$ cat src/rtl/ihcv_pkg.sv
package ihcv_pkg;

  // counter width default and fixed constants
  localparam int unsigned CountWidth    = 19;
  localparam logic [31:0] CrcPoly       = 32'hEDB8_8320;
  localparam logic [31:0] CrcInit       = 32'hFFFF_FFFF;
  localparam logic [31:0] MagicReset    = 32'h4F54_4131;
  localparam logic [31:0] StatusReset   = 32'hA5A5_A5A5;
  localparam logic [19:0] MaxBytesReset = 20'(480 * 1024);

  // configuration register indexes
  typedef enum logic [1:0] {
    REG_MAGIC     = 2'd0,
    REG_STATUS    = 2'd1,
    REG_MAX_BYTES = 2'd2
  } cfg_reg_e;

  // item opcodes
  typedef enum logic {
    OP_HEADER = 1'b0,
    OP_DATA   = 1'b1
  } opcode_e;

  // result verdicts
  typedef enum logic [2:0] {
    VERDICT_HDR_OK   = 3'd0,
    VERDICT_BAD_ID   = 3'd1,
    VERDICT_BAD_SIZE = 3'd2,
    VERDICT_CRC_OK   = 3'd3,
    VERDICT_CRC_BAD  = 3'd4
  } verdict_e;

  typedef struct packed {
    logic        opcode;
    logic [31:0] hdr_magic;
    logic [31:0] hdr_size;
    logic [31:0] hdr_crc;
    logic [31:0] hdr_status;
    logic [7:0]  data_byte;
  } item_t;

  typedef struct packed {
    logic [31:0] magic;
    logic [31:0] status;
    logic [19:0] max_bytes;
  } cfg_t;

  typedef struct packed {
    verdict_e    verdict;
    logic [31:0] computed_crc;
  } result_t;

  // reflected crc-32 update by one byte, unrolled into an xor network
  function automatic logic [31:0] crc_byte(input logic [31:0] crc_in, input logic [7:0] byte_in);
    logic [31:0] c;
    c = crc_in ^ {24'd0, byte_in};
    for (int k = 0; k < 8; k++) begin
      c = (c >> 1) ^ (c[0] ? CrcPoly : 32'd0);
    end
    return c;
  endfunction

endpackage

$ cat src/rtl/ihcv_item_if.sv
interface ihcv_item_if;
  logic        valid;
  logic        ready;
  logic        opcode;
  logic [31:0] hdr_magic;
  logic [31:0] hdr_size;
  logic [31:0] hdr_crc;
  logic [31:0] hdr_status;
  logic [7:0]  data_byte;

  modport source (
    output valid, opcode, hdr_magic, hdr_size, hdr_crc, hdr_status, data_byte,
    input  ready
  );
  modport sink (
    input  valid, opcode, hdr_magic, hdr_size, hdr_crc, hdr_status, data_byte,
    output ready
  );
endinterface

$ cat src/rtl/ihcv_result_if.sv
interface ihcv_result_if;
  logic        valid;
  logic        ready;
  logic [2:0]  verdict;
  logic [31:0] computed_crc;

  modport source (
    output valid, verdict, computed_crc,
    input  ready
  );
  modport sink (
    input  valid, verdict, computed_crc,
    output ready
  );
endinterface

$ cat src/rtl/ihcv_cfg_regs.sv
module ihcv_cfg_regs import ihcv_pkg::*; (
  input  logic        clk_i,
  input  logic        rst_ni,
  input  logic        cfg_we_i,
  input  logic [1:0]  cfg_idx_i,
  input  logic [31:0] cfg_wdata_i,
  output cfg_t        cfg_o
);

  cfg_t cfg_q, cfg_d;

  // decode register writes, unknown indexes are dropped
  always_comb begin
    cfg_d = cfg_q;
    if (cfg_we_i) begin
      case (cfg_idx_i)
        REG_MAGIC:     cfg_d.magic     = cfg_wdata_i;
        REG_STATUS:    cfg_d.status    = cfg_wdata_i;
        REG_MAX_BYTES: cfg_d.max_bytes = cfg_wdata_i[19:0];
        default:       cfg_d = cfg_q;
      endcase
    end
  end

  always_ff @(posedge clk_i or negedge rst_ni) begin
    if (!rst_ni) begin
      cfg_q.magic     <= MagicReset;
      cfg_q.status    <= StatusReset;
      cfg_q.max_bytes <= MaxBytesReset;
    end else begin
      cfg_q <= cfg_d;
    end
  end

  assign cfg_o = cfg_q;

endmodule

$ cat src/rtl/ihcv_verify_unit.sv
module ihcv_verify_unit import ihcv_pkg::*; #(
  parameter int unsigned COUNT_WIDTH = CountWidth
) (
  input  logic    clk_i,
  input  logic    rst_ni,
  input  logic    advance_i,
  input  item_t   item_i,
  input  cfg_t    cfg_i,
  output logic    res_valid_o,
  output result_t res_o
);

  localparam logic [32:0] CntCap = 33'(1) << COUNT_WIDTH;

  logic [31:0]            crc_q, crc_d;
  logic [COUNT_WIDTH-1:0] cnt_q, cnt_d;
  logic [31:0]            exp_q, exp_d;
  logic                   armed_q, armed_d;

  logic        id_ok;
  logic        size_ok;
  logic [31:0] size_m1;
  logic [31:0] crc_next;
  logic [31:0] crc_final;

  // header checks
  assign id_ok   = (item_i.hdr_magic == cfg_i.magic) && (item_i.hdr_status == cfg_i.status);
  assign size_ok = (item_i.hdr_size != 32'd0)
                && (item_i.hdr_size <= {12'd0, cfg_i.max_bytes})
                && ({1'b0, item_i.hdr_size} <= CntCap);
  assign size_m1 = item_i.hdr_size - 32'd1;

  // byte-wide crc step
  assign crc_next  = crc_byte(crc_q, item_i.data_byte);
  assign crc_final = ~crc_next;

  // next state and verdict
  always_comb begin
    crc_d       = crc_q;
    cnt_d       = cnt_q;
    exp_d       = exp_q;
    armed_d     = armed_q;
    res_valid_o = 1'b0;
    res_o.verdict      = VERDICT_HDR_OK;
    res_o.computed_crc = 32'd0;
    if (advance_i) begin
      if (item_i.opcode == OP_HEADER) begin
        res_valid_o = 1'b1;
        armed_d     = 1'b0;
        if (!id_ok) begin
          res_o.verdict = VERDICT_BAD_ID;
        end else if (!size_ok) begin
          res_o.verdict = VERDICT_BAD_SIZE;
        end else begin
          res_o.verdict = VERDICT_HDR_OK;
          armed_d       = 1'b1;
          crc_d         = CrcInit;
          cnt_d         = size_m1[COUNT_WIDTH-1:0];
          exp_d         = item_i.hdr_crc;
        end
      end else if (armed_q) begin
        crc_d = crc_next;
        if (cnt_q != '0) begin
          cnt_d = cnt_q - COUNT_WIDTH'(1);
        end else begin
          armed_d            = 1'b0;
          res_valid_o        = 1'b1;
          res_o.computed_crc = crc_final;
          res_o.verdict      = (crc_final == exp_q) ? VERDICT_CRC_OK : VERDICT_CRC_BAD;
        end
      end
    end
  end

  always_ff @(posedge clk_i or negedge rst_ni) begin
    if (!rst_ni) begin
      crc_q   <= CrcInit;
      cnt_q   <= '0;
      exp_q   <= 32'd0;
      armed_q <= 1'b0;
    end else begin
      crc_q   <= crc_d;
      cnt_q   <= cnt_d;
      exp_q   <= exp_d;
      armed_q <= armed_d;
    end
  end

  // a rejected header leaves the check disarmed
  assert property (@(posedge clk_i) disable iff (!rst_ni)
    advance_i && (item_i.opcode == OP_HEADER) && (res_o.verdict != VERDICT_HDR_OK)
    |=> !armed_q)
    else $error("rejected header left the check armed");

  // an accepted header arms with a fresh accumulator
  assert property (@(posedge clk_i) disable iff (!rst_ni)
    advance_i && res_valid_o && (res_o.verdict == VERDICT_HDR_OK)
    |=> armed_q && (crc_q == CrcInit))
    else $error("accepted header did not arm");

  // a stray data beat changes nothing and gives no result
  assert property (@(posedge clk_i) disable iff (!rst_ni)
    advance_i && (item_i.opcode == OP_DATA) && !armed_q
    |=> $stable(crc_q) && $stable(cnt_q) && !$past(res_valid_o))
    else $error("unarmed data beat disturbed the check");

  // header verdicts carry no crc
  assert property (@(posedge clk_i) disable iff (!rst_ni)
    res_valid_o && ((res_o.verdict == VERDICT_HDR_OK) || (res_o.verdict == VERDICT_BAD_ID) ||
                    (res_o.verdict == VERDICT_BAD_SIZE))
    |-> (res_o.computed_crc == 32'd0))
    else $error("header verdict with non-zero crc");

endmodule

$ cat src/rtl/image_header_crc_verifier_core.sv
// Checks a staged image: a header beat is judged against the magic, status and
// maximum-size registers and, if good, arms a byte-wide reflected CRC-32 check
// over the following data beats; the last byte yields a match or mismatch
// verdict with the computed CRC. One beat is taken every cycle while the result
// register is free or being drained; a beat lands in the item register and its
// verdict is registered in the result register when it advances, with the
// single-byte CRC xor network between them setting the cycle time. Data beats
// with no check armed and data beats before the last give no result. The user
// must write configuration only while no beat is in flight; nothing enforces it.
module image_header_crc_verifier_core import ihcv_pkg::*; #(
  parameter int unsigned COUNT_WIDTH = CountWidth
) (
  input  logic        clk_i,
  input  logic        rst_ni,
  input  logic        cfg_we_i,
  input  logic [1:0]  cfg_idx_i,
  input  logic [31:0] cfg_wdata_i,
  ihcv_item_if.sink     item_i,
  ihcv_result_if.source result_o
);

  cfg_t    cfg;
  item_t   item_q, item_d;
  logic    item_valid_q, item_valid_d;
  result_t res;
  logic    res_valid;
  result_t out_q, out_d;
  logic    out_valid_q, out_valid_d;
  logic    advance;

  ihcv_cfg_regs u_cfg_regs (
    .clk_i      (clk_i),
    .rst_ni     (rst_ni),
    .cfg_we_i   (cfg_we_i),
    .cfg_idx_i  (cfg_idx_i),
    .cfg_wdata_i(cfg_wdata_i),
    .cfg_o      (cfg)
  );

  // item stage moves on when the result register is free or being drained
  assign advance      = item_valid_q && (!out_valid_q || result_o.ready);
  assign item_i.ready = !item_valid_q || advance;

  // input beat register
  always_comb begin
    item_d       = item_q;
    item_valid_d = item_valid_q;
    if (item_i.ready) begin
      item_valid_d     = item_i.valid;
      item_d.opcode    = item_i.opcode;
      item_d.hdr_magic = item_i.hdr_magic;
      item_d.hdr_size  = item_i.hdr_size;
      item_d.hdr_crc   = item_i.hdr_crc;
      item_d.hdr_status = item_i.hdr_status;
      item_d.data_byte = item_i.data_byte;
    end
  end

  ihcv_verify_unit #(
    .COUNT_WIDTH(COUNT_WIDTH)
  ) u_verify_unit (
    .clk_i      (clk_i),
    .rst_ni     (rst_ni),
    .advance_i  (advance),
    .item_i     (item_q),
    .cfg_i      (cfg),
    .res_valid_o(res_valid),
    .res_o      (res)
  );

  // result register
  always_comb begin
    out_d       = out_q;
    out_valid_d = out_valid_q;
    if (advance && res_valid) begin
      out_d       = res;
      out_valid_d = 1'b1;
    end else if (result_o.ready) begin
      out_valid_d = 1'b0;
    end
  end

  always_ff @(posedge clk_i or negedge rst_ni) begin
    if (!rst_ni) begin
      item_valid_q <= 1'b0;
      out_valid_q  <= 1'b0;
    end else begin
      item_valid_q <= item_valid_d;
      out_valid_q  <= out_valid_d;
    end
  end

  always_ff @(posedge clk_i) begin
    item_q <= item_d;
    out_q  <= out_d;
  end

  assign result_o.valid        = out_valid_q;
  assign result_o.verdict      = out_q.verdict;
  assign result_o.computed_crc = out_q.computed_crc;

endmodule

$ cat src/flat_wrapper.sv
// flat-port wrapper written by rule: the top's interface ports become plain ports
module image_header_crc_verifier_core_flat import ihcv_pkg::*;
#(
  parameter int unsigned COUNT_WIDTH = CountWidth
)
  (clk_i, rst_ni, cfg_we_i, cfg_idx_i, cfg_wdata_i, item_i_valid, item_i_opcode, item_i_hdr_magic, item_i_hdr_size, item_i_hdr_crc, item_i_hdr_status, item_i_data_byte, item_i_ready, result_o_valid, result_o_verdict, result_o_computed_crc, result_o_ready);
  ihcv_item_if item_i_i ();
  ihcv_result_if result_o_i ();
  input  logic clk_i;
  input  logic rst_ni;
  input  logic cfg_we_i;
  input  logic [1:0] cfg_idx_i;
  input  logic [31:0] cfg_wdata_i;
  input wire logic [$bits(item_i_i.valid)-1:0] item_i_valid;
  input wire logic [$bits(item_i_i.opcode)-1:0] item_i_opcode;
  input wire logic [$bits(item_i_i.hdr_magic)-1:0] item_i_hdr_magic;
  input wire logic [$bits(item_i_i.hdr_size)-1:0] item_i_hdr_size;
  input wire logic [$bits(item_i_i.hdr_crc)-1:0] item_i_hdr_crc;
  input wire logic [$bits(item_i_i.hdr_status)-1:0] item_i_hdr_status;
  input wire logic [$bits(item_i_i.data_byte)-1:0] item_i_data_byte;
  output wire logic [$bits(item_i_i.ready)-1:0] item_i_ready;
  output wire logic [$bits(result_o_i.valid)-1:0] result_o_valid;
  output wire logic [$bits(result_o_i.verdict)-1:0] result_o_verdict;
  output wire logic [$bits(result_o_i.computed_crc)-1:0] result_o_computed_crc;
  input wire logic [$bits(result_o_i.ready)-1:0] result_o_ready;
  assign item_i_i.valid = item_i_valid;
  assign item_i_i.opcode = item_i_opcode;
  assign item_i_i.hdr_magic = item_i_hdr_magic;
  assign item_i_i.hdr_size = item_i_hdr_size;
  assign item_i_i.hdr_crc = item_i_hdr_crc;
  assign item_i_i.hdr_status = item_i_hdr_status;
  assign item_i_i.data_byte = item_i_data_byte;
  assign item_i_ready = item_i_i.ready;
  assign result_o_valid = result_o_i.valid;
  assign result_o_verdict = result_o_i.verdict;
  assign result_o_computed_crc = result_o_i.computed_crc;
  assign result_o_i.ready = result_o_ready;
  image_header_crc_verifier_core #(.COUNT_WIDTH(COUNT_WIDTH)) u_core (.clk_i(clk_i), .rst_ni(rst_ni), .cfg_we_i(cfg_we_i), .cfg_idx_i(cfg_idx_i), .cfg_wdata_i(cfg_wdata_i), .item_i(item_i_i), .result_o(result_o_i));
endmodule
$ cat config.mk
export PLATFORM = sky130hd
export DESIGN_NAME = image_header_crc_verifier_core_flat
export DESIGN_NICKNAME = d
export VERILOG_FILES = /design/src/rtl/ihcv_pkg.sv /design/src/rtl/ihcv_item_if.sv /design/src/rtl/ihcv_result_if.sv /design/src/rtl/ihcv_cfg_regs.sv /design/src/rtl/ihcv_verify_unit.sv /design/src/rtl/image_header_crc_verifier_core.sv /design/src/flat_wrapper.sv
export SDC_FILE = /design/constraint.sdc
export NUM_CORES = 1
export LEC_CHECK = 0
export BUFFER_PORTS_ARGS = -buffer_cell sky130_fd_sc_hd__buf_2
export CAP_MARGIN = 10
export CORE_ASPECT_RATIO = 1.2
export CORE_MARGIN = 10
export CORE_UTILIZATION = 45
export DETAILED_ROUTE_END_ITERATION = 8
export GPL_ROUTABILITY_DRIVEN = 1
export RECOVER_POWER = 100
export SYNTH_ARGS = -nofsm -noshare
export SYNTH_HDL_FRONTEND = slang
export SYNTH_HIERARCHICAL = 1
export SYNTH_SLANG_ARGS = --single-unit
export TNS_END_PERCENT = 50
$ cat constraint.sdc
create_clock -name clk_i -period 8.32 [get_ports clk_i]
set_input_delay 0.832 -clock clk_i [delete_from_list [all_inputs] [get_ports clk_i]]
set_output_delay 0.832 -clock clk_i [all_outputs]
set_load 0.02 [all_outputs]
Word level (Yosys, flattened, before mapping)
Index checks and enable logic that the tools add are counted.
W data, S select, Z words.
{"block": "op_classes", "mul": 0, "n_mux": 34, "div_mod_pow": 0, "addsub": 2, "n_lt_le_gt_ge": 2, "reduce_logical": 22, "bitwise": 13, "n_eq_ne": 7, "shifts": 0}
{"cell": "$mux W32", "count": 12}
{"cell": "$xor A31 B32 Y32", "count": 8}
{"cell": "$eq A32 B32 Y1", "count": 3}
{"cell": "$mux W19", "count": 5}
{"cell": "$mux W35", "count": 2}
{"cell": "$sub A19 B1 Y19 const B", "count": 2}
{"cell": "$le A32 B20 Y1", "count": 1}
{"cell": "$le A32 B20 Y1 const B", "count": 1}
{"cell": "$not A32 Y32", "count": 1}
{"cell": "$reduce_bool A32 Y1", "count": 1}
{"cell": "$xor A32 B8 Y32", "count": 1}
{"cell": "$reduce_bool A19 Y1", "count": 1}
{"cell": "$mux W1", "count": 11}
{"cell": "$reduce_and A4 Y1", "count": 2}
{"cell": "$mux W3", "count": 2}
{"cell": "$reduce_and A2 Y1", "count": 3}
{"cell": "$reduce_bool A2 Y1", "count": 3}
{"cell": "$logic_and A1 B1 Y1", "count": 5}
{"cell": "$reduce_and A5 Y1", "count": 1}
{"cell": "$mux W2", "count": 2}
{"cell": "$ne A2 B2 Y1 const B", "count": 2}
{"cell": "$reduce_or A4 Y1", "count": 1}
{"cell": "$not A1 Y1", "count": 3}
{"cell": "$eq A2 B1 Y1 const B", "count": 1}
{"cell": "other kinds (4)", "count": 6}
{"block": "word_totals", "ff_bits": 342, "romBits": 0, "output_inout_bits": 37, "memories": 0, "mem_bits_rw": 0, "inputBits": 176, "word_cells": 97, "latch_bits": 0}

Longest topological paths before layout
{"block": "logic_depth", "word_depth": 23, "mapped_depth": 14, "mapped_depth_nobuf": 11}

By module
Netlist, hierarchy kept.
{"module": "ihcv_verify_unit", "cells_per_inst": 759, "area_each_um2": 6925.4, "n_inst": 1, "seq_area_each_um2": 2142.1}
{"module": "image_header_crc_verifier_core", "cells_per_inst": 181, "area_each_um2": 5260.0, "n_inst": 1, "seq_area_each_um2": 5215.0}
{"module": "ihcv_cfg_regs", "cells_per_inst": 179, "area_each_um2": 3185.6, "n_inst": 1, "seq_area_each_um2": 2143.3}

Least setup slack after synthesis
No wires, ideal clock.
{"block": "synth_path", "path_kind": "input to output", "start": "in result_o_ready", "end": "out item_i_ready", "path_stages": 2, "path_slack_ns": 3.619, "required_ns": 7.488, "arrival_time_ns": 3.869, "n_path_buf": 0, "cell_sequence": "nor2b_4 -> nand2_1"}
{"block": "synth_between", "elab_chain_cells": 3}
{"item": "from (decl)", "line_no": "flat_wrapper.sv:25", "source": "input wire logic [$bits(result_o_i.ready)-1:0] result_o_ready;"}
{"item": "$logic_or A1 B1 Y1", "line_no": "image_header_crc_verifier_core.sv:41", "source": "assign advance = item_valid_q && (!out_valid_q || result_o.ready);"}
{"item": "$logic_and A1 B1 Y1", "line_no": "image_header_crc_verifier_core.sv:41"}
{"item": "$logic_or A1 B1 Y1", "line_no": "image_header_crc_verifier_core.sv:42", "source": "assign item_i.ready = !item_valid_q || advance;"}
{"item": "to (decl)", "line_no": "flat_wrapper.sv:21", "source": "output wire logic [$bits(item_i_i.ready)-1:0] item_i_ready;"}
No other way between the ends.

Final worst setup path
{"block": "layout_path", "start": "reg u_core.out_valid_q (netlist: u_core/result_o.valid)", "end": "reg u_core/item_q[114] in the netlist's numbering, enable pin"}
{"block": "layout_between", "elab_chain_cells": 4}
{"item": "from (decl)", "line_no": "image_header_crc_verifier_core.sv:28", "source": "logic out_valid_q, out_valid_d;"}
{"item": "from (signal assigned)", "line_no": "image_header_crc_verifier_core.sv:89", "source": "out_valid_q <= out_valid_d;"}
{"item": "$logic_not A1 Y1", "line_no": "image_header_crc_verifier_core.sv:41"}
{"item": "$logic_or A1 B1 Y1", "line_no": "image_header_crc_verifier_core.sv:41"}
{"item": "$logic_and A1 B1 Y1", "line_no": "image_header_crc_verifier_core.sv:41"}
{"item": "$logic_or A1 B1 Y1", "line_no": "image_header_crc_verifier_core.sv:42"}
{"item": "to (signal assigned)", "line_no": "image_header_crc_verifier_core.sv:94", "source": "item_q <= item_d;"}
{"item": "to (decl)", "line_no": "image_header_crc_verifier_core.sv:23", "source": "item_t item_q, item_d;"}
No other way between the ends.
A chain may end at the register's enable or synchronous reset.

==> impl_metrics.py <==
metrics = {
    "placement": {
        "dpl.hpwl_um": 26800,
        "portBuffers": 212,
        "dp_slack_ns": 3.83,
        "gp_congestion": 0.848,
        "placedInstanceArea_mm2": 0.0169,
    },
    "synth": {
        "synth-seq-area-share_pct": 61.8,
        "yosysTopAreaCellShare_pct": 33.6,
        "yosysTopAreaCell": "edfxtp_1",
        "ys.flop_type": "edfxtp_1",
        "synth_nets": 1316,
        "async_flop_share_pct": 49.7,
        "netlist_instances": 1119,
        "synth_area_mm2": 0.0154,
        "synth_cell_types": 64,
        "ys_ff_latch": 342,
        "avgSynthCellArea_um2": 13.7,
        "synthTopCellsByArea": "edfxtp_1 34%, dfrtp_1 17%, dfstp_2 11%",
        "ys_warn_count": 6,
        "synth-edff-count": 172,
    },
    "sta": {
        "fin_crit_sh_pct": 65.2,
        "finalSetupTns_ns": 0,
        "grt_setup_unrepaired": "no",
        "slew_violations": 450,
        "fin_skew_ns": 0.0172,
        "hold_violations": 0,
        "worst-slew-pin-transition_ns": 3.35,
        "period_minus_slack_ns": 5.42,
        "slew_headroom_pct": -124,
        "fin_hold_ws_ns": 0.471,
        "fin_ws_ns": 2.90,
        "timing.fmax_ghz": 0.184,
        "setup_viol": 0,
    },
    "finish": {
        "drive_gt1_share_pct": 30.6,
        "regArea_mm2": 0.00950,
        "area_delta_synth_final_pct": 17.4,
        "layout_commonest_cell": "edfxtp_1",
        "mostFrequentLayoutCells": "172 x edfxtp_1, 156 x buf_2, 118 x mux2_2, 108 x nor2_1, 105 x dfrtp_1",
        "fillCellCount": 2977,
        "final_nets": 1539,
        "design_area_mm2": 0.0181,
        "multi_input_area_mm2": 0.00554,
    },
    "global_route": {
        "grt_pass1_vias": 10200,
        "grtUsageTotal_pct": 17.7,
        "grt_max_degree": 70,
        "grt_pass1_wl_um": 58300,
        "antenna_found_initial": 6,
        "grt.overflow.total": 0,
    },
    "pwr": {
        "leakagePower_nw": 7.44,
        "internal_power_mw": 3.83,
        "power.share.clock_pct": 30.9,
        "switching_share_pct": 31.5,
        "ir_worst_vdd_v": 0.000178,
        "power_density_mw_per_mm2": 310,
        "p_switching_mw": 1.76,
        "seq_power_share_pct": 39.2,
        "combPwrFrac_pct": 29.9,
    },
    "clocking": {
        "hold_buffers": 0,
        "cts_tree": "yes",
        "cts_buffer_depth": 3,
        "cts_made_buffers": 37,
        "clk_pin_slew_worst_paths_ns": 0.06,
        "clk_latency_ns": 0.53,
        "cts_setup_buffers": 0,
        "cts.sinks": 342,
        "cts-root-buf": "clkbuf_16",
        "htreeDepth": 2,
        "cts_resized": 0,
    },
    "route": {
        "routed_via_density": 5.11,
        "drtAntennaViolNets": 0,
        "drtIter0Drc": 511,
        "drt-pass1-iter-count": 4,
        "vias": 9339,
        "drc": 0,
        "wirelength_um": 37600,
        "wire_per_inst_um": 20.5,
    },
    "worst_setup_path": {
        "worstSetupStartpointType": "register",
        "timing.rr.start": "u_core/result_o.valid",
        "startpoint": "u_core/result_o.valid",
        "crit_fanout": 69,
        "crit_required_ns": 8.43,
        "end_kind": "register",
        "critical_path_class": "register to register",
        "cp.arrival_ns": 5.54,
    },
    "floorplan": {
        "start_util_pct": 45.4,
        "die-area_mm2": 0.0420,
        "fp.dieH_um": 222,
        "pin_count": 213,
        "die_x_um": 189,
        "num_rows": 74,
        "core_mm2": 0.0339,
    },
    "outcome": {
        "violations": "max-capacitance violations, max-slew violations",
        "status": "finished, violations left",
    },
    "min_path": {
        "min_path_type": "register to register",
        "min_from": "u_core/item_q[62]",
    },
    "run": {
        "cap_violations": 10,
    },
}
[worst paths after layout]
check | cells past startpoint | to | slack [ns]
max | 4 | u_core/item_q[114] | 2.90
min | 1 | u_core/u_verify_unit/exp_q[22] | 0.47
max reg2reg | 4 | u_core/item_q[114] | 2.90
min reg2reg | 1 | u_core/u_verify_unit/exp_q[22] | 0.47
max in group asynchronous | 2 | u_core/u_cfg_regs/cfg_o[42] | 2.97
min in group asynchronous | 1 | u_core/u_verify_unit/cnt_q[15] | 1.13
[critical path, cell delays in order, from the launching register on]
cell and delay, ns:
dfrtp_1 0.39, nor2b_1 0.19, nand2_1 1.32, clkbuf_1 1.52, clkbuf_2 1.53
[metrics by stage]
| stage | util [%] | power [mW] | instances |
|---|---|---|---|
| after floorplan | - | 3.43 | 1119 |
| after global placement | 49.9 | 3.88 | 1759 |
| after detailed placement | 49.9 | 3.90 | 1759 |
| after CTS | 53.7 | 5.65 | 1827 |
| after global routing | 53.3 | 5.89 | 1827 |
| final | 53.3 | 5.59 | 1828 |
[cells in the mapped netlist, drive strengths merged (3+ instances only)]
library cell and n:
a31oi 13, dfrtp 105, a211oi 4, or3b 3
o21a 4, nor4 27, or3 4, nor2 108
clkbuf 15, xor2 102, or2 7, dfstp 65
nor2b 16, inv 27, nand4 16, nor3 20
nor3b 3, o22ai 11, o21ai 16, nand3 9
mux2 120, nand2 23, xnor3 8, a21oi 46
and2 9, edfxtp 172, mux2i 6, a21o 8
ha 21, buf 23, xnor2 76, nand2b 7
[state kept, by name, indices dropped and copies added (netlist names)]
register and flops:
u_core/item_valid_q 1, u_core/u_verify_unit/armed_q 1, u_core/result_o.valid 1, u_core/item_q 137
u_core/u_verify_unit/exp_q 32, u_core/u_cfg_regs/cfg_o 84, u_core/result_o.verdict 3, u_core/u_verify_unit/crc_q 32
u_core/result_o.computed_crc 32, u_core/u_verify_unit/cnt_q 19
[logic make-up (layout without fill, tap and decap cells)]
family / count (synthesis) / in the layout / synth area share [%]
flops: 342 / 342 / 61.8
xor+xnor: 186 / 186 / 11.9
other cells: 0 / 1 / 0
fa+ha+maj: 21 / 21 / 1.71
buf+inv: 65 / 317 / 1.98
compound gates: 118 / 118 / 4.75
mux: 126 / 126 / 9.18
simple gates: 261 / 261 / 8.64
[power groups by stage]
stage	Combinational, mW	Sequential [mW]	Clock [mW]
after floorplan	1.24	2.19	0
after global placement	1.66	2.22	0
after detailed placement	1.68	2.22	0
after CTS	1.69	2.19	1.77
after global routing	1.83	2.22	1.85
final	1.67	2.19	1.73
[final cells by class]
type	count	share of cell area (%)
Inverter	27	0.561
Multi-Input combinational cell	712	30.7
Tap cell	456	3.16
Sequential cell	342	52.6
Clock buffer	51	5.88
Antenna cell	1	0.0139
Clock inverter	17	1.27
Timing Repair Buffer	222	5.81
[layer usage]
| metal | global-route usage [%] | vias up | share of wire (%) |
|---|---|---|---|
| met5 | 0 | - | 0.20 |
| met3 | 4.92 | 64 | 6.2 |
| li1 | - | 4450 | - |
| met2 | 30.7 | 245 | 51 |
| met1 | 20.8 | 4570 | 40 |
| met4 | 5.41 | 10 | 2.5 |
(Power assumes the default switching activity.)
